===== src/rtl/clbs_pkg.sv =====
`timescale 1ns / 1ps
// Shared types, codes and helpers for the character display bus sequencer.
// Used by clbs_step and char_lcd_bus_sequencer_core; depends on nothing else.
package clbs_pkg;

    localparam int COUNT_WIDTH = 16;
    localparam int CFG_W       = 16;
    localparam int SUM_W       = ((CFG_W > COUNT_WIDTH) ? CFG_W : COUNT_WIDTH) + 1;
    localparam int IDX_W       = 3;

    localparam logic [COUNT_WIDTH-1:0] CNT_MAX = {COUNT_WIDTH{1'b1}};
    localparam logic [SUM_W-1:0]       WAKE_LONG  = SUM_W'(5000);
    localparam logic [SUM_W-1:0]       WAKE_SHORT = SUM_W'(100);
    localparam int                     BUSY_BIT   = 7;

    localparam logic [2:0] WAKE_IDLE   = 3'd0;
    localparam logic [2:0] WAKE_FIRST  = 3'd1;
    localparam logic [2:0] WAKE_SECOND = 3'd2;
    localparam logic [2:0] WAKE_THIRD  = 3'd3;
    localparam logic [2:0] WAKE_PULSES = 3'd4;

    localparam logic [7:0] WAKE_BYTE_8BIT = 8'h30;
    localparam logic [7:0] WAKE_BYTE_4BIT = 8'h20;

    // Request codes.
    localparam logic [1:0] REQ_TICK = 2'd0;
    localparam logic [1:0] REQ_CMD  = 2'd1;
    localparam logic [1:0] REQ_DATA = 2'd2;
    localparam logic [1:0] REQ_WAKE = 2'd3;

    // Configuration register indexes.
    localparam logic [IDX_W-1:0] CFG_SETUP      = 3'd0;
    localparam logic [IDX_W-1:0] CFG_EN_HOLD    = 3'd1;
    localparam logic [IDX_W-1:0] CFG_DATA_HOLD  = 3'd2;
    localparam logic [IDX_W-1:0] CFG_BUSY_INTV  = 3'd3;
    localparam logic [IDX_W-1:0] CFG_BUSY_SHORT = 3'd4;
    localparam logic [IDX_W-1:0] CFG_FOUR_BIT   = 3'd5;
    localparam logic [IDX_W-1:0] CFG_WRITE_ONLY = 3'd6;

    typedef enum logic [3:0] {
        PH_IDLE,
        PH_SET,
        PH_EN,
        PH_LOW,
        PH_RD_SET,
        PH_RD_EN,
        PH_RD_SAMPLE,
        PH_RD_FALL,
        PH_RD_EN2,
        PH_RD_FALL2,
        PH_CLOSE,
        PH_CLOSE_WO
    } phase_t;

    typedef struct packed {
        logic       rw;
        logic       rs;
        logic       en;
        logic [7:0] data;
    } pins_t;

    typedef struct packed {
        logic [CFG_W-1:0] setup_ticks;
        logic [CFG_W-1:0] enable_hold_ticks;
        logic [CFG_W-1:0] data_hold_ticks;
        logic [CFG_W-1:0] busy_interval_ticks;
        logic [CFG_W-1:0] busy_short_ticks;
        logic             four_bit_mode;
        logic             write_only;
    } cfg_t;

    typedef struct packed {
        phase_t                 phase;
        logic [COUNT_WIDTH-1:0] wait_count;
        logic [7:0]             held_byte;
        logic                   held_is_data;
        logic                   low_nibble_pending;
        logic [2:0]             wake_step;
        logic                   busy_sample;
        pins_t                  pins;
    } seq_state_t;

    typedef struct packed {
        logic       pin_rw;
        logic       pin_rs;
        logic       pin_en;
        logic [7:0] bus_out;
        logic       ready_res;
        logic       done_res;
        logic       error;
    } res_t;

    function automatic logic [SUM_W-1:0] widen(input logic [CFG_W-1:0] v);
        return SUM_W'(v);
    endfunction

    function automatic logic [COUNT_WIDTH-1:0] sat(input logic [SUM_W-1:0] v);
        logic [COUNT_WIDTH-1:0] r;
        if (v > SUM_W'(CNT_MAX))
        begin
            r = CNT_MAX;
        end
        else
        begin
            r = v[COUNT_WIDTH-1:0];
        end
        return r;
    endfunction

endpackage


===== src/rtl/clbs_step.sv =====
`timescale 1ns / 1ps
// One tick of the bus sequencer: next state and result item from the current
// state, the live configuration and one input item. Depends on clbs_pkg.
module clbs_step (
    input  clbs_pkg::seq_state_t cur,
    input  clbs_pkg::cfg_t       cfg,
    input  logic [1:0]           req_type,
    input  logic [7:0]           req_byte,
    input  logic [7:0]           bus_in,
    input  logic                 bus_fault,
    output clbs_pkg::seq_state_t nxt,
    output clbs_pkg::res_t       res
);

    clbs_pkg::seq_state_t st;
    logic eval_c;
    logic access_c;
    logic closing_c;

    // A new request is taken only when idle; it starts with no wait so the
    // first bus access lands on the same tick.
    always_comb
    begin
        st = cur;
        if (cur.phase == clbs_pkg::PH_IDLE && req_type != clbs_pkg::REQ_TICK)
        begin
            st.held_is_data = (req_type == clbs_pkg::REQ_DATA);
            if (req_type == clbs_pkg::REQ_WAKE)
            begin
                st.held_byte          = clbs_pkg::WAKE_BYTE_8BIT;
                st.wake_step          = clbs_pkg::WAKE_FIRST;
                st.low_nibble_pending = 1'b0;
            end
            else
            begin
                st.held_byte          = req_byte;
                st.wake_step          = clbs_pkg::WAKE_IDLE;
                st.low_nibble_pending = cfg.four_bit_mode;
            end
            st.wait_count = '0;
            st.phase      = clbs_pkg::PH_SET;
        end
    end

    // Next state.
    always_comb
    begin
        logic [clbs_pkg::SUM_W-1:0] w;
        clbs_pkg::phase_t           nph;
        nxt       = st;
        eval_c    = 1'b0;
        access_c  = 1'b0;
        closing_c = 1'b0;
        w         = '0;
        nph       = clbs_pkg::PH_IDLE;
        if (st.phase != clbs_pkg::PH_IDLE)
        begin
            if (st.wait_count != '0)
            begin
                nxt.wait_count = st.wait_count - 1'b1;
            end
            else
            begin
                eval_c   = 1'b1;
                access_c = 1'b1;
                unique case (st.phase) inside
                    clbs_pkg::PH_SET:
                    begin
                        nxt.pins = '{1'b0, st.held_is_data, 1'b0, st.held_byte};
                        w        = clbs_pkg::widen(cfg.setup_ticks);
                        nph      = clbs_pkg::PH_EN;
                    end
                    clbs_pkg::PH_EN:
                    begin
                        nxt.pins = '{1'b0, st.held_is_data, 1'b1, st.held_byte};
                        w        = clbs_pkg::widen(cfg.enable_hold_ticks);
                        nph      = clbs_pkg::PH_LOW;
                    end
                    clbs_pkg::PH_LOW:
                    begin
                        nxt.pins = '{1'b0, st.held_is_data, 1'b0, st.held_byte};
                        nph      = clbs_pkg::PH_SET;
                        if (st.wake_step == clbs_pkg::WAKE_FIRST)
                        begin
                            w             = clbs_pkg::WAKE_LONG;
                            nxt.wake_step = clbs_pkg::WAKE_SECOND;
                        end
                        else if (st.wake_step == clbs_pkg::WAKE_SECOND)
                        begin
                            // The third pulse repeats enable without a new setup.
                            w             = clbs_pkg::WAKE_SHORT;
                            nxt.wake_step = clbs_pkg::WAKE_THIRD;
                            nph           = clbs_pkg::PH_EN;
                        end
                        else if (st.wake_step == clbs_pkg::WAKE_THIRD)
                        begin
                            w             = clbs_pkg::widen(cfg.data_hold_ticks);
                            nxt.wake_step = clbs_pkg::WAKE_PULSES;
                            nxt.held_byte = clbs_pkg::WAKE_BYTE_4BIT;
                        end
                        else if (st.wake_step != clbs_pkg::WAKE_IDLE)
                        begin
                            w = clbs_pkg::widen(cfg.data_hold_ticks) + clbs_pkg::WAKE_SHORT;
                            nxt.wake_step          = clbs_pkg::WAKE_IDLE;
                            nxt.low_nibble_pending = cfg.four_bit_mode;
                        end
                        else if (st.low_nibble_pending)
                        begin
                            nxt.low_nibble_pending = 1'b0;
                            nxt.held_byte          = {st.held_byte[3:0], 4'b0000};
                            w = clbs_pkg::widen(cfg.data_hold_ticks);
                        end
                        else if (cfg.write_only)
                        begin
                            w = clbs_pkg::widen(cfg.data_hold_ticks)
                                + clbs_pkg::widen(cfg.busy_short_ticks);
                            nph = clbs_pkg::PH_CLOSE_WO;
                        end
                        else
                        begin
                            w   = clbs_pkg::widen(cfg.data_hold_ticks);
                            nph = clbs_pkg::PH_RD_SET;
                        end
                    end
                    clbs_pkg::PH_RD_SET:
                    begin
                        nxt.pins = '{1'b1, 1'b0, 1'b0, 8'h00};
                        w = clbs_pkg::widen(cfg.setup_ticks)
                            + clbs_pkg::widen(cfg.busy_interval_ticks);
                        nph = clbs_pkg::PH_RD_EN;
                    end
                    clbs_pkg::PH_RD_EN, clbs_pkg::PH_RD_EN2:
                    begin
                        nxt.pins = '{1'b1, 1'b0, 1'b1, 8'h00};
                        w        = clbs_pkg::widen(cfg.enable_hold_ticks);
                        nph      = (st.phase == clbs_pkg::PH_RD_EN) ?
                                   clbs_pkg::PH_RD_SAMPLE : clbs_pkg::PH_RD_FALL2;
                    end
                    clbs_pkg::PH_RD_SAMPLE:
                    begin
                        nxt.pins        = '{1'b1, 1'b0, 1'b1, 8'h00};
                        nxt.busy_sample = bus_in[clbs_pkg::BUSY_BIT];
                        nph             = clbs_pkg::PH_RD_FALL;
                    end
                    clbs_pkg::PH_RD_FALL, clbs_pkg::PH_RD_FALL2:
                    begin
                        nxt.pins = '{1'b1, 1'b0, 1'b0, 8'h00};
                        if (st.phase == clbs_pkg::PH_RD_FALL && cfg.four_bit_mode)
                        begin
                            w   = clbs_pkg::widen(cfg.data_hold_ticks);
                            nph = clbs_pkg::PH_RD_EN2;
                        end
                        else if (st.busy_sample)
                        begin
                            w   = clbs_pkg::widen(cfg.busy_interval_ticks);
                            nph = clbs_pkg::PH_RD_EN;
                        end
                        else
                        begin
                            nph = clbs_pkg::PH_CLOSE;
                        end
                    end
                    clbs_pkg::PH_CLOSE:
                    begin
                        nxt.pins = '0;
                    end
                    default:
                    begin
                        // Write-only closing tick: no bus access, so no fault check.
                        nxt.pins = '0;
                        access_c = 1'b0;
                    end
                endcase

                closing_c = (st.phase == clbs_pkg::PH_CLOSE)
                            || (st.phase == clbs_pkg::PH_CLOSE_WO);
                if ((access_c && bus_fault) || closing_c || nph == clbs_pkg::PH_IDLE)
                begin
                    nxt.phase              = clbs_pkg::PH_IDLE;
                    nxt.wait_count         = '0;
                    nxt.wake_step          = clbs_pkg::WAKE_IDLE;
                    nxt.low_nibble_pending = 1'b0;
                    nxt.pins               = '0;
                end
                else
                begin
                    nxt.phase      = nph;
                    nxt.wait_count = clbs_pkg::sat(w);
                end
            end
        end
    end

    // Result item.
    always_comb
    begin
        res.pin_rw    = nxt.pins.rw;
        res.pin_rs    = nxt.pins.rs;
        res.pin_en    = nxt.pins.en;
        res.bus_out   = nxt.pins.data;
        res.ready_res = (nxt.phase == clbs_pkg::PH_IDLE);
        res.error     = eval_c && access_c && bus_fault;
        res.done_res  = eval_c && closing_c && !(access_c && bus_fault);
    end

endmodule


===== src/rtl/char_lcd_bus_sequencer_core.sv =====
`timescale 1ns / 1ps
// Top level of the character display bus sequencer: configuration registers,
// sequencer state, output register and skid stage. Depends on clbs_pkg, clbs_step.
//
// Usage: each input item is one timing tick (nominally one microsecond) and
// carries an optional request (command write, data write, four-bit wake-up)
// together with the bus value read and a fault flag for that tick. Every input
// item yields exactly one result item with the pin levels (RW, RS, EN, data),
// ready, done and error for that tick.
// Both channels use valid/stall; an item moves when valid is high and stall is
// low. The whole tick is evaluated between the state registers and the result
// register, so a result is registered as its item is accepted and one
// item is taken every cycle while the receiver keeps up. When the receiver
// stalls, one further item is held in a skid stage; in_stall then rises and
// stays high until the skid entry drains.
// Configuration must be written through cfg_wr_en/cfg_index/cfg_data only while
// idle; the block does not enforce this. Reset clears the sequencer to idle with
// all pins low, loads the register defaults and empties the output stages.
module char_lcd_bus_sequencer_core (
    input  logic                       clk,
    input  logic                       rst_n,
    input  logic                       cfg_wr_en,
    input  logic [clbs_pkg::IDX_W-1:0] cfg_index,
    input  logic [clbs_pkg::CFG_W-1:0] cfg_data,
    input  logic                       in_valid,
    output logic                       in_stall,
    input  logic [1:0]                 req_type,
    input  logic [7:0]                 req_byte,
    input  logic [7:0]                 bus_in,
    input  logic                       bus_fault,
    output logic                       out_valid,
    input  logic                       out_stall,
    output logic                       pin_rw,
    output logic                       pin_rs,
    output logic                       pin_en,
    output logic [7:0]                 bus_out,
    output logic                       ready_res,
    output logic                       done_res,
    output logic                       error
);

    clbs_pkg::cfg_t       cfg_reg;
    clbs_pkg::seq_state_t state_reg;
    clbs_pkg::seq_state_t state_next;
    clbs_pkg::res_t       step_res;
    clbs_pkg::res_t       out_reg;
    clbs_pkg::res_t       skid_reg;
    logic                 out_valid_reg;
    logic                 skid_valid_reg;
    logic                 in_accept;
    logic                 out_free;

    always_ff @(posedge clk or negedge rst_n)
    begin
        if (!rst_n)
        begin
            cfg_reg.setup_ticks         <= 16'd1;
            cfg_reg.enable_hold_ticks   <= 16'd1;
            cfg_reg.data_hold_ticks     <= 16'd1;
            cfg_reg.busy_interval_ticks <= 16'd1;
            cfg_reg.busy_short_ticks    <= 16'd40;
            cfg_reg.four_bit_mode       <= 1'b1;
            cfg_reg.write_only          <= 1'b0;
        end
        else if (cfg_wr_en)
        begin
            unique case (cfg_index)
                clbs_pkg::CFG_SETUP:      cfg_reg.setup_ticks         <= cfg_data;
                clbs_pkg::CFG_EN_HOLD:    cfg_reg.enable_hold_ticks   <= cfg_data;
                clbs_pkg::CFG_DATA_HOLD:  cfg_reg.data_hold_ticks     <= cfg_data;
                clbs_pkg::CFG_BUSY_INTV:  cfg_reg.busy_interval_ticks <= cfg_data;
                clbs_pkg::CFG_BUSY_SHORT: cfg_reg.busy_short_ticks    <= cfg_data;
                clbs_pkg::CFG_FOUR_BIT:   cfg_reg.four_bit_mode       <= cfg_data[0];
                clbs_pkg::CFG_WRITE_ONLY: cfg_reg.write_only          <= cfg_data[0];
                default:                  ;
            endcase
        end
    end

    clbs_step u_step (
        .cur       (state_reg),
        .cfg       (cfg_reg),
        .req_type  (req_type),
        .req_byte  (req_byte),
        .bus_in    (bus_in),
        .bus_fault (bus_fault),
        .nxt       (state_next),
        .res       (step_res)
    );

    assign in_stall  = skid_valid_reg;
    assign in_accept = in_valid && !skid_valid_reg;
    assign out_free  = !out_valid_reg || !out_stall;

    always_ff @(posedge clk or negedge rst_n)
    begin
        if (!rst_n)
        begin
            state_reg.phase              <= clbs_pkg::PH_IDLE;
            state_reg.wait_count         <= '0;
            state_reg.held_byte          <= '0;
            state_reg.held_is_data       <= 1'b0;
            state_reg.low_nibble_pending <= 1'b0;
            state_reg.wake_step          <= clbs_pkg::WAKE_IDLE;
            state_reg.busy_sample        <= 1'b0;
            state_reg.pins               <= '0;
        end
        else if (in_accept)
        begin
            state_reg <= state_next;
        end
    end

    always_ff @(posedge clk or negedge rst_n)
    begin
        if (!rst_n)
        begin
            out_valid_reg  <= 1'b0;
            skid_valid_reg <= 1'b0;
        end
        else if (out_free)
        begin
            out_valid_reg  <= skid_valid_reg || in_accept;
            skid_valid_reg <= 1'b0;
        end
        else if (in_accept)
        begin
            skid_valid_reg <= 1'b1;
        end
    end

    always_ff @(posedge clk)
    begin
        if (out_free)
        begin
            out_reg <= skid_valid_reg ? skid_reg : step_res;
        end
        else if (in_accept)
        begin
            skid_reg <= step_res;
        end
    end

    assign out_valid = out_valid_reg;
    assign pin_rw    = out_reg.pin_rw;
    assign pin_rs    = out_reg.pin_rs;
    assign pin_en    = out_reg.pin_en;
    assign bus_out   = out_reg.bus_out;
    assign ready_res = out_reg.ready_res;
    assign done_res  = out_reg.done_res;
    assign error     = out_reg.error;

    // The skid entry is only ever filled behind a held output item.
    a_skid_behind_out: assert property (@(posedge clk) disable iff (!rst_n)
        skid_valid_reg |-> out_valid_reg)
        else $error("skid entry valid while output register empty");

    // An item taken while the output is held must land in the skid stage.
    a_stall_to_skid: assert property (@(posedge clk) disable iff (!rst_n)
        (out_valid_reg && out_stall && in_accept) |=> skid_valid_reg)
        else $error("item accepted under stall was not kept");

    // A finished or aborted request leaves the sequencer idle with enable low.
    a_end_is_idle: assert property (@(posedge clk) disable iff (!rst_n)
        (out_valid_reg && (done_res || error)) |-> (ready_res && !pin_en))
        else $error("request end without return to idle");

    // Done and error are never raised by the same tick.
    a_done_xor_err: assert property (@(posedge clk) disable iff (!rst_n)
        out_valid_reg |-> !(done_res && error))
        else $error("done and error raised together");

endmodule


===== config.mk =====
export PLATFORM = sky130hd
export DESIGN_NAME = char_lcd_bus_sequencer_core
export DESIGN_NICKNAME = d
export VERILOG_FILES = /design/src/rtl/clbs_pkg.sv /design/src/rtl/clbs_step.sv /design/src/rtl/char_lcd_bus_sequencer_core.sv
export SDC_FILE = /design/constraint.sdc
export NUM_CORES = 1
export LEC_CHECK = 0
export BUFFER_PORTS_ARGS = -buffer_cell sky130_fd_sc_hd__buf_2
export CORE_ASPECT_RATIO = 1.4
export CORE_MARGIN = 5
export CORE_UTILIZATION = 53
export CTS_CLUSTER_SIZE = 40
export DETAILED_ROUTE_END_ITERATION = 8
export HOLD_SLACK_MARGIN = 0.05
export PLACE_DENSITY = 0.79
export SYNTH_ARGS = -nofsm -noshare
export SYNTH_HDL_FRONTEND = slang
export SYNTH_SLANG_ARGS = --single-unit

===== constraint.sdc =====
create_clock -name clk -period 4.85 [get_ports clk]
set_input_delay 0.97 -clock clk [delete_from_list [all_inputs] [get_ports clk]]
set_output_delay 0.97 -clock clk [all_outputs]
set_load 0.05 [all_outputs]

==> flow_summary.rst, run 1 <==
.. list-table::
   :header-rows: 1

   * - Metric
     - Value
   * - Run status
     - completed
   * - Post-route clock skew
     - 9.19 ps
   * - Stages on the worst setup path
     - 13
   * - Resized Gates After CTS
     - 0
   * - Antenna violations before repair
     - 0
   * - Buffers inserted by post-CTS timing repair
     - 0
   * - Skew-Pair Late Insertion Delay
     - 430 ps
   * - Count of pins over their slew limit
     - 0
   * - Unique masters post-synth
     - 81
   * - Top area cells in the synthesized netlist
     - sky130_fd_sc_hd__dfrtp_1, sky130_fd_sc_hd__mux2_2, sky130_fd_sc_hd__edfxtp_1
   * - Initial Util
     - 0.537
   * - Tot GR Track Use
     - 0.256
   * - Global-route wire length before repair
     - 44.6 mm
   * - Leakage Power
     - 4.53 nW
   * - Worst path max stage delay
     - 590 ps
   * - Largest net degree at the start of global routing
     - 64
   * - Critical-path top delay cell
     - sky130_fd_sc_hd__dfrtp_1
   * - Total gr overflow
     - 0
   * - Mapped Cells
     - 1066
   * - Max cap viols
     - 0
   * - Vias in the first global route
     - 8818
   * - Worst slack at placement
     - 788 ps
   * - FF+latch count, synth
     - 157
   * - Fin crit period
     - 3850 ps
   * - Depth of the most critical reg-to-reg path
     - 13
   * - Die H
     - 172 um
   * - Number of endpoints with negative hold slack in the final report
     - 0
   * - Critical path launch point type
     - flip-flop
   * - Routed wirelength normalized by instance count
     - 20.4 um
   * - Headroom to the max-slew limit
     - 0.231
   * - Hpwl dp
     - 19.6 mm
   * - Total core area
     - 18600 um2
   * - Worst hold path type
     - reg2reg
   * - Crit path cell chain
     - nor4_2 -> buf_4 -> nand2_1 -> buf_4 -> nand2_1 -> ha_1 -> a21boi_1 -> buf_4 -> nand3_1 -> nor2_1 -> nand2_1 -> nand3_1 -> o31a_1
   * - Power, Total
     - 6.65 mW
   * - Die W
     - 126 um
   * - Hold Worst Slack
     - 477 ps
   * - Remaining design rule violation count
     - 0
   * - Final Setup Violations
     - 0
   * - Register area
     - 4080 um2
   * - Root buffer selected by CTS
     - sky130_fd_sc_hd__clkbuf_16
   * - Total wirelength of the detailed-routed design
     - 27.6 mm
   * - Proportion of synthesized chip area in sequential cells
     - 0.408
   * - Ports placed on the boundary
     - 59
   * - Critical-path maximum fanout
     - 19
   * - Proportion of netlist area held by the largest area contributor
     - 0.305
   * - Final standard cell utilization of the core
     - 0.599
   * - Worst Path Arrival
     - 4220 ps
   * - Drt via density
     - 6.56
   * - Leading area contributor after synthesis
     - sky130_fd_sc_hd__dfrtp_1
   * - Area overhead of the layout relative to synthesis
     - 11.5%
   * - Post-route antenna net violation count
     - 0
   * - Quantity of I/O buffers inserted on ports
     - 51
   * - Hold path cells
     - 2
   * - Detailed Route Iter0 Violations
     - 860
   * - First-pass detailed-route iteration total
     - 7
   * - Number of enable flip-flop cells after synthesis
     - 28
   * - Top cells by count, synth
     - sky130_fd_sc_hd__nand2_1, sky130_fd_sc_hd__dfrtp_1, sky130_fd_sc_hd__mux2_2
   * - Unrepaired setup endpoints after global routing
     - no
   * - Count of fill cells added during filler insertion
     - 1615
   * - Family with the most delay on the worst path
     - simple AND/OR/NAND/NOR gates
   * - Maximum count of clock buffers along a single path
     - 2
   * - Async set or reset register ratio after synthesis
     - 0.822
   * - Fraction of final layout cells with drive strength greater than 1
     - 0.211
   * - Worst voltage drop across the vdd grid
     - 279 uV
   * - Detailed-route via count
     - 8874
   * - Area of the die
     - 21700 um2
   * - Total of warnings raised by yosys
     - 0
   * - Final critical-path share of the clock period
     - 0.793
   * - Clock tree from TritonCTS
     - built
   * - Largest register FFs
     - 82
   * - Achievable Freq
     - 0.260 GHz
   * - Post-CTS Hold Fix Bufs
     - 0
   * - Total area of multi-input combinational cells
     - 5650 um2
   * - Cell area after technology mapping
     - 10000 um2
   * - Weighted congestion at the end of routability-driven global placement
     - 0.968
   * - Number of levels the H-tree was split into
     - 4
   * - Setup CP Type
     - reg2reg
   * - Mapped Nets
     - 1145
   * - Total number of placement rows
     - 59
   * - Syn avg cell area
     - 9.38 um2
   * - Count of nets after finishing
     - 1175
   * - Worst Tran Pin Value
     - 1150 ps
   * - Most frequent cell after synthesis
     - sky130_fd_sc_hd__nand2_1
   * - Dominant register cell in the synthesized netlist
     - sky130_fd_sc_hd__dfrtp_1
   * - Worst path bufs/invs
     - 3
   * - Number of buffers created by CTS
     - 17
   * - Clock input transition at the sequential cells of the worst setup and hold paths
     - 70 ps
   * - Power Density
     - 596 nW/um2
   * - Final worst setup slack
     - 1000 ps
   * - Count of clock tree sinks
     - 157
   * - Data required time at the worst endpoint
     - 5230 ps
   * - Crit. End Element
     - flip-flop
   * - Number of antenna cells inserted
     - 0
   * - Final total negative setup slack
     - 0 ps
## cells by family (layout without fill, tap and decap cells)
family                     after synthesis  count (layout)  share of synthesized area
AOI/OAI and AO/OA                      314             314                      0.210
and+or+nand+nor                        359             359                      0.171
adders and majority gates               36              36                     0.0466
xor gates and xnor gates                28              28                     0.0245
muxes                                   97              97                      0.109
buffers and inverters                   75             118                     0.0318
DFF                                    157             157                      0.408
## stage by stage
step | area (um2) | cells
after global placement | 10500 | 1321
after global routing | 11100 | 1353
after detailed placement | 10500 | 1321
final | 11100 | 1353
after CTS | 11100 | 1353
after floorplan | 10000 | 1066
## where the power goes
part	total (mW)	internal (mW)	leakage, nW	switching [mW]
clock network	1.45	0.875	0.306	0.580
logic	3.12	1.22	2.37	1.89
registers	2.08	1.71	1.85	0.363
total	6.65	3.81	4.53	2.83
## metal layers
metal,global-route usage,share of wire
met5,0,0
met1,0.295,0.38
met3,0.0473,0.062
met2,0.447,0.51
met4,0.148,0.046
## worst reg2reg max path: stages, from the launching register on
cell and delay, ps:
sky130_fd_sc_hd__dfrtp_1 590, sky130_fd_sc_hd__nor4_2 350, sky130_fd_sc_hd__buf_4 230, sky130_fd_sc_hd__nand2_1 100, sky130_fd_sc_hd__buf_4 210, sky130_fd_sc_hd__nand2_1 90
sky130_fd_sc_hd__ha_1 300, sky130_fd_sc_hd__a21boi_1 240, sky130_fd_sc_hd__buf_4 210, sky130_fd_sc_hd__nand3_1 290, sky130_fd_sc_hd__nor2_1 520, sky130_fd_sc_hd__nand2_1 360
sky130_fd_sc_hd__nand3_1 160, sky130_fd_sc_hd__o31a_1 140
## cells in the final DEF (no fill, tap or decap), drive strengths merged, types with 7 or more instances in the layout
cell type,count
nor2b,9
xnor2,13
and2,7
nand3,28
a211oi,16
xor2,15
buf,76
a21o,8
o221ai,8
nor4,13
nor3,35
dfrtp,122
clkbuf,18
a22o,19
nand2,136
o21a,11
nor2,81
a221oi,10
a21oi,82
a31oi,7
edfxtp,28
o22ai,11
inv,16
o21ai,74
and3,9
dfstp,7
mux2,94
o211ai,11
ha,34
nand2b,13
## worst paths after layout
| check | startpoint | end | slack (ps) |
|---|---|---|---|
| setup / recovery | state_reg[43] | state_reg[33] | 1000 |
| max in group asynchronous | rst_n | cfg_reg[53] | 3090 |
| setup reg to reg | state_reg[43] | state_reg[33] | 1000 |
| hold reg to reg | state_reg[1] | state_reg[1] | 480 |
| hold / removal | state_reg[1] | state_reg[1] | 480 |
| min in group asynchronous | rst_n | state_reg[39] | 630 |
## layout make-up
cell class	count	share of cell area
Clock buffer	18	0.0385
Inverter	10	0.00337
Multi-Input combinational cell	834	0.507
Sequential cell	157	0.366
Timing Repair Buffer	76	0.0400
Tap cell	244	0.0274
Clock inverter	14	0.0185
(Power assumes the default switching activity.)
==> run 2: changes to the inputs <==
--- a/config.mk
+++ b/config.mk
@@ -5,6 +5,7 @@
 export SDC_FILE = /design/constraint.sdc
 export NUM_CORES = 1
 export LEC_CHECK = 0
+export ABC_AREA = 1
 export BUFFER_PORTS_ARGS = -buffer_cell sky130_fd_sc_hd__buf_2
 export CORE_ASPECT_RATIO = 1.4
 export CORE_MARGIN = 5
@@ -12,7 +13,7 @@
 export CTS_CLUSTER_SIZE = 40
 export DETAILED_ROUTE_END_ITERATION = 8
 export HOLD_SLACK_MARGIN = 0.05
-export PLACE_DENSITY = 0.79
+export PLACE_DENSITY = 0.82
 export SYNTH_ARGS = -nofsm -noshare
 export SYNTH_HDL_FRONTEND = slang
 export SYNTH_SLANG_ARGS = --single-unit
==> constraint.sdc (replaced) <==
create_clock -name clk -period 3.3 [get_ports clk]
set_input_delay 0.66 -clock clk [delete_from_list [all_inputs] [get_ports clk]]
set_output_delay 0.66 -clock clk [all_outputs]
set_load 0.05 [all_outputs]
==> run 2 against run 1 <==
Synthesized cell count rose by 39%. Routed wire length rose by 8.0%. Sequential power rose by 36%. Cell area rose by 4.6%. First-iteration DRC count rose by 5.8%. Clock skew rose by 4.6 ps. Total power rose by 62%. Critical path type unchanged. Largest cell class unchanged.
==> flow_summary.rst, run 2 <==
.. list-table::
   :header-rows: 1

   * - Metric
     - Value
   * - Syn avg cell area
     - 7.03 um2
   * - Proportion of netlist area held by the largest area contributor
     - 0.293
   * - Top area cells in the synthesized netlist
     - sky130_fd_sc_hd__dfrtp_1, sky130_fd_sc_hd__nand2_1, sky130_fd_sc_hd__edfxtp_1
   * - Final worst setup slack
     - 328 ps
   * - Total gr overflow
     - 0
   * - Root buffer selected by CTS
     - sky130_fd_sc_hd__clkbuf_16
   * - Number of levels the H-tree was split into
     - 4
   * - Antenna violations before repair
     - 0
   * - Resized Gates After CTS
     - 0
   * - Routed wirelength normalized by instance count
     - 16.6 um
   * - Final total negative setup slack
     - 0 ps
   * - Detailed-route via count
     - 10261
   * - Mapped Nets
     - 1563
   * - Post-route antenna net violation count
     - 0
   * - Area of the die
     - 22600 um2
   * - Weighted congestion at the end of routability-driven global placement
     - 0.998
   * - Most frequent cell after synthesis
     - sky130_fd_sc_hd__nand2_1
   * - Leakage Power
     - 6.02 nW
   * - Largest net degree at the start of global routing
     - 64
   * - Critical-path top delay cell
     - sky130_fd_sc_hd__dfrtp_1
   * - Proportion of synthesized chip area in sequential cells
     - 0.391
   * - Number of endpoints with negative hold slack in the final report
     - 0
   * - Cell area after technology mapping
     - 10400 um2
   * - Die W
     - 129 um
   * - Critical path launch point type
     - flip-flop
   * - Critical-path maximum fanout
     - 14
   * - R2R Path Start
     - state_reg[43]
   * - Critical Path Start
     - state_reg[43]
   * - Total core area
     - 19300 um2
   * - Total number of placement rows
     - 60
   * - Ports placed on the boundary
     - 59
   * - Worst path max stage delay
     - 430 ps
   * - Max cap viols
     - 0
   * - Maximum count of clock buffers along a single path
     - 2
   * - Worst Tran Pin Value
     - 1170 ps
   * - Async set or reset register ratio after synthesis
     - 0.822
   * - Initial Util
     - 0.541
   * - Fraction of final layout cells with drive strength greater than 1
     - 0.111
   * - Commonest non-fill, non-tap cells in the layout
     - sky130_fd_sc_hd__nand2_1, sky130_fd_sc_hd__o21ai_0, sky130_fd_sc_hd__inv_1
   * - Unique masters post-synth
     - 54
   * - Global-route wire length before repair
     - 49.1 mm
   * - Worst Path Arrival
     - 3170 ps
   * - Worst voltage drop across the vdd grid
     - 444 uV
   * - Power, Total
     - 10.8 mW
   * - Leading area contributor after synthesis
     - sky130_fd_sc_hd__dfrtp_1
   * - Worst path bufs/invs
     - 3
   * - Total of warnings raised by yosys
     - 0
   * - Depth of the most critical reg-to-reg path
     - 16
   * - Hpwl dp
     - 22.1 mm
   * - Drt via density
     - 5.72
   * - Worst hold path type
     - in2async
   * - Fin crit period
     - 2970 ps
   * - Clock tree from TritonCTS
     - built
   * - Die H
     - 176 um
   * - Area overhead of the layout relative to synthesis
     - 11.8%
   * - Setup CP Type
     - reg2reg
   * - Power Density
     - 925 nW/um2
   * - Worst slack at placement
     - 192 ps
   * - Final critical-path share of the clock period
     - 0.900
   * - Crit. End Element
     - flip-flop
   * - Run status
     - completed
   * - Detailed Route Iter0 Violations
     - 910
   * - Capturing point of the worst reg2reg path
     - skid_reg[2]
   * - Number of antenna cells inserted
     - 0
   * - Tot GR Track Use
     - 0.270
   * - Final Setup Violations
     - 0
   * - First-pass detailed-route iteration total
     - 6
   * - Total wirelength of the detailed-routed design
     - 29.8 mm
   * - Skew-Pair Late Insertion Delay
     - 450 ps
   * - Buffers inserted by post-CTS timing repair
     - 0
   * - Mapped Cells
     - 1484
   * - Post-route clock skew
     - 13.8 ps
   * - Vias in the first global route
     - 10040
   * - Count of nets after finishing
     - 1612
   * - Reg-to-reg slack, setup
     - 330 ps
   * - Post-CTS Hold Fix Bufs
     - 0
   * - Count of clock tree sinks
     - 157
   * - Count of pins over their slew limit
     - 0
   * - Largest register FFs
     - 82
   * - Achievable Freq
     - 0.337 GHz
   * - Data required time at the worst endpoint
     - 3500 ps
   * - Leading cell type in the layout, fill and taps excluded
     - sky130_fd_sc_hd__nand2_1
   * - Headroom to the max-slew limit
     - 0.215
   * - Family with the most delay on the worst path
     - simple AND/OR/NAND/NOR gates
   * - Unrepaired setup endpoints after global routing
     - no
   * - Top cells by count, synth
     - sky130_fd_sc_hd__nand2_1, sky130_fd_sc_hd__o21ai_0, sky130_fd_sc_hd__inv_1
   * - Dominant register cell in the synthesized netlist
     - sky130_fd_sc_hd__dfrtp_1
   * - FF+latch count, synth
     - 157
   * - Crit path cell chain
     - nor2_2 -> nand3_4 -> buf_4 -> nand2_1 -> inv_1 -> nor2_2 -> nand2_1 -> nor2_2 -> nand2_4 -> nor2_4 -> inv_2 -> nor2_8 -> nand2_1 -> o21ai_0 -> nor2_1 -> and2_1
   * - Remaining design rule violation count
     - 0
   * - Quantity of I/O buffers inserted on ports
     - 51
   * - Hold Worst Slack
     - 118 ps
   * - Number of enable flip-flop cells after synthesis
     - 28
   * - Number of buffers created by CTS
     - 17
   * - Clock input transition at the sequential cells of the worst setup and hold paths
     - 70 ps
-- run 2: changes by cell type in the layout (fill, tap and decap cells not counted), moves of 18 or more --
cell | before | now
sky130_fd_sc_hd__nand2_1 | 135 | 501
sky130_fd_sc_hd__mux2_2 | 94 | 0
sky130_fd_sc_hd__a22o_1 | 19 | 1
sky130_fd_sc_hd__inv_1 | 10 | 155
sky130_fd_sc_hd__nand3_1 | 28 | 91
sky130_fd_sc_hd__nor3_1 | 32 | 6
sky130_fd_sc_hd__o21ai_0 | 68 | 162
-- run 2: worst max path at each step --
stage	end	slack, ps	depth (start not counted)
2_1_floorplan	skid_reg[2]	680	16
3_3_place_gp	skid_reg[2]	240	18
3_5_place_dp	skid_reg[2]	190	18
4_1_cts	skid_reg[2]	340	16
5_1_grt	skid_reg[2]	120	16
6_report	skid_reg[2]	330	16
-- run 2: layout make-up --
class	instances	area, um2
fill	1760	7630
multi-input combinational	1113	5520
sequential	157	4080
inverter	165	619
timing repair buffer	79	497
clock buffer	17	425
tap	248	310
clock inverter	15	211
-- run 2: power by group --
part | total (mW) | leakage [nW] | internal [mW] | switching [mW]
Clock | 2.07 | 0.305 | 1.05 | 1.02
Sequential | 2.83 | 1.90 | 2.49 | 0.341
Combinational | 5.88 | 3.81 | 1.92 | 3.96
-- run 2: routing by layer --
metal  GRT usage  routed length, um  part of all wire
met5           0                  0                 0
met4       0.152               1660             0.056
met3      0.0366               1690             0.057
met2       0.477              15000              0.50
met1       0.309              11500              0.38
-- run 2: stage by stage --
step | area [um2] | cells | util
after CTS | 11700 | 1794 | 0.605
after detailed placement | 11000 | 1762 | 0.572
after floorplan | 10400 | 1484 | -
final | 11700 | 1794 | 0.605
after global placement | 11000 | 1762 | 0.572
after global routing | 11700 | 1794 | 0.605
-- run 2: kinds of logic after synthesis --
kind of cell             after synthesis  synth area share
AND/OR/NAND/NOR                      742             0.302
AO/OA/AOI/OAI                        318             0.168
buffers and inverters                214            0.0796
flip-flops                           157             0.391
adder cells (fa/ha/maj)               36            0.0446
XOR/XNOR                              16            0.0134
multiplexers                           1          0.000960
==> run 3: changes to the inputs <==
--- a/config.mk
+++ b/config.mk
@@ -5,7 +5,7 @@
 export SDC_FILE = /design/constraint.sdc
 export NUM_CORES = 1
 export LEC_CHECK = 0
-export ABC_AREA = 1
+export ABC_AREA = 0
 export BUFFER_PORTS_ARGS = -buffer_cell sky130_fd_sc_hd__buf_2
 export CORE_ASPECT_RATIO = 1.4
 export CORE_MARGIN = 5
==> run 3 against run 2 <==
Non-clock buffer count is 45 higher. First-iteration DRC count rose by 4.1%. Clock power up 3%. Largest power group unchanged. Critical path depth decreased by 6. Global-route usage is 0.44 points higher. Total power is 5.7% lower. Routed wire length barely moved. Sequential share of layout area grew 0.29 points.
==> flow_summary.rst, run 3 (synthesis results as in run 1) <==
.. list-table::
   :header-rows: 1

   * - Metric
     - Value
   * - Run status
     - completed
   * - Worst slack at placement
     - -88.5 ps
   * - Depth of the most critical reg-to-reg path
     - 10
   * - Total gr overflow
     - 0
   * - Setup CP Type
     - reg2reg
   * - Max cap viols
     - 0
   * - Met3 Routed Length
     - 1.83 mm
   * - First-pass detailed-route iteration total
     - 6
   * - Worst hold path type
     - in2async
   * - Skew-Pair Late Insertion Delay
     - 440 ps
   * - Wire length on met2
     - 15.1 mm
   * - Count of pins over their slew limit
     - 0
   * - Final Setup Violations
     - 0
   * - Power Density
     - 879 nW/um2
   * - Post-route clock skew
     - 14.4 ps
   * - Headroom to the max-slew limit
     - 0.142
   * - Hpwl dp
     - 21.4 mm
   * - Crit. End Element
     - flip-flop
   * - Leading cell type in the layout, fill and taps excluded
     - sky130_fd_sc_hd__nand2_1
   * - Root buffer selected by CTS
     - sky130_fd_sc_hd__clkbuf_16
   * - Vias in the first global route
     - 9245
   * - Count of nets after finishing
     - 1224
   * - Tot GR Track Use
     - 0.274
   * - Unrepaired setup endpoints after global routing
     - no
   * - Total number of placement rows
     - 59
   * - Quantity of I/O buffers inserted on ports
     - 51
   * - Count of clock tree sinks
     - 157
   * - Weighted congestion at the end of routability-driven global placement
     - 1.04
   * - Fraction of final layout cells with drive strength greater than 1
     - 0.249
   * - Largest net degree at the start of global routing
     - 62
   * - Critical path launch point type
     - flip-flop
   * - Final critical-path share of the clock period
     - 0.977
   * - Post-CTS Hold Fix Bufs
     - 0
   * - Critical-path maximum fanout
     - 6
   * - Post-route antenna net violation count
     - 0
   * - Detailed Route Iter0 Violations
     - 947
   * - Achievable Freq
     - 0.310 GHz
   * - Uppermost layer routed
     - met4
   * - Number of buffers created by CTS
     - 17
   * - Wire length on met1
     - 11.2 mm
   * - Number of endpoints with negative hold slack in the final report
     - 0
   * - Clock tree from TritonCTS
     - built
   * - Area overhead of the layout relative to synthesis
     - 15.7%
   * - Critical-path top delay cell
     - sky130_fd_sc_hd__a2111oi_0
   * - Worst Path Arrival
     - 3520 ps
   * - Initial Util
     - 0.537
   * - Routed wirelength normalized by instance count
     - 21.2 um
   * - Remaining design rule violation count
     - 0
   * - Antenna violations before repair
     - 0
   * - Total wirelength of the detailed-routed design
     - 29.8 mm
   * - Die H
     - 172 um
   * - Final total negative setup slack
     - 0 ps
   * - Area of the die
     - 21700 um2
   * - Final worst setup slack
     - 75.5 ps
   * - Commonest non-fill, non-tap cells in the layout
     - sky130_fd_sc_hd__nand2_1, sky130_fd_sc_hd__dfrtp_1, sky130_fd_sc_hd__mux2_2
   * - Power, Total
     - 10.2 mW
   * - Worst path max stage delay
     - 450 ps
   * - Global-route wire length before repair
     - 47.8 mm
   * - Clock input transition at the sequential cells of the worst setup and hold paths
     - 70 ps
   * - Maximum count of clock buffers along a single path
     - 2
   * - Worst voltage drop across the vdd grid
     - 370 uV
   * - Number of antenna cells inserted
     - 0
   * - Ports placed on the boundary
     - 59
   * - Total core area
     - 18600 um2
   * - Leakage Power
     - 4.78 nW
   * - Number of levels the H-tree was split into
     - 4
   * - Worst Tran Pin Value
     - 1280 ps
   * - Die W
     - 126 um
   * - Detailed-route via count
     - 9178
   * - Largest register FFs
     - 82
   * - Drt via density
     - 6.55
   * - Data required time at the worst endpoint
     - 3600 ps
   * - Fin crit period
     - 3220 ps
   * - Crit path cell chain
     - ha_1 -> fa_1 -> a211oi_1 -> nor2_1 -> o211ai_1 -> o21ba_2 -> o21ai_1 -> a21o_2 -> a2111oi_0 -> o21ai_0
[run 3: changes by cell type in the layout (fill, tap and decap cells not counted), moves of 18 or more]
cell,change
sky130_fd_sc_hd__a22o_1,+18
sky130_fd_sc_hd__inv_1,-145
sky130_fd_sc_hd__nand3_1,-63
sky130_fd_sc_hd__nand2_1,-366
sky130_fd_sc_hd__o21ai_0,-94
sky130_fd_sc_hd__mux2_2,+94
sky130_fd_sc_hd__buf_4,+46
sky130_fd_sc_hd__nor3_1,+26
[run 3: worst paths after layout]
| check | startpoint | endpoint | slack (ps) |
|---|---|---|---|
| hold / removal | rst_n | state_reg[2] | 360 |
| hold reg to reg | state_reg[1] | state_reg[1] | 490 |
| setup / recovery | cfg_reg[18] | state_reg[36] | 80 |
| min in group clk | bus_in[7] | state_reg[11] | 450 |
| setup reg to reg | cfg_reg[18] | state_reg[36] | 80 |
| max in group asynchronous | rst_n | cfg_reg[5] | 2160 |
[run 3: through the flow]
step                cell area [um2]  instances   util  hold slack [ps]
floorplan                     10000       1066      -              364
global placement              10900       1368  0.585              457
detailed placement            10900       1368  0.585              467
CTS                           11500       1400  0.619              391
global route                  11600       1402  0.622              436
finish                        11600       1402  0.622              364
[run 3: where the power goes]
part	total (mW)	switching (mW)	internal, mW
combinational	5.07	3.03	2.04
clock	2.13	0.906	1.22
sequential	2.97	0.448	2.52
total	10.2	4.39	5.78
[run 3: cell type report]
class / instances / area (um2)
clock inverter: 15 / 204
inverter: 10 / 37.5
sequential: 157 / 4080
fill: 1564 / 7040
clock buffer: 17 / 425
tap: 244 / 305
multi-input combinational: 835 / 5690
timing repair buffer: 124 / 831
[run 3: per-layer routing]
layer / track usage / up-vias
met5: 0 / -
met3: 0.0442 / 127
met1: 0.307 / 4442
li1: - / 4165
met2: 0.492 / 444
met4: 0.160 / 0
[run 3: critical path: cells and delay by family, from the launching register on]
family	cells	cell delay (ps)
flops	1	380
fa+ha+maj	2	660
simple gates	1	170
compound gates	7	1870
[run 3: what timing repair did]
| item | in CTS | in global routing |
|---|---|---|
| pin swaps | 0 | 3 |
| buffers inserted | 0 | 1 |
| resized for setup | 1 | 6 |
| cloned | 0 | 1 |
| setup endpoints to repair | 1 | 22 |
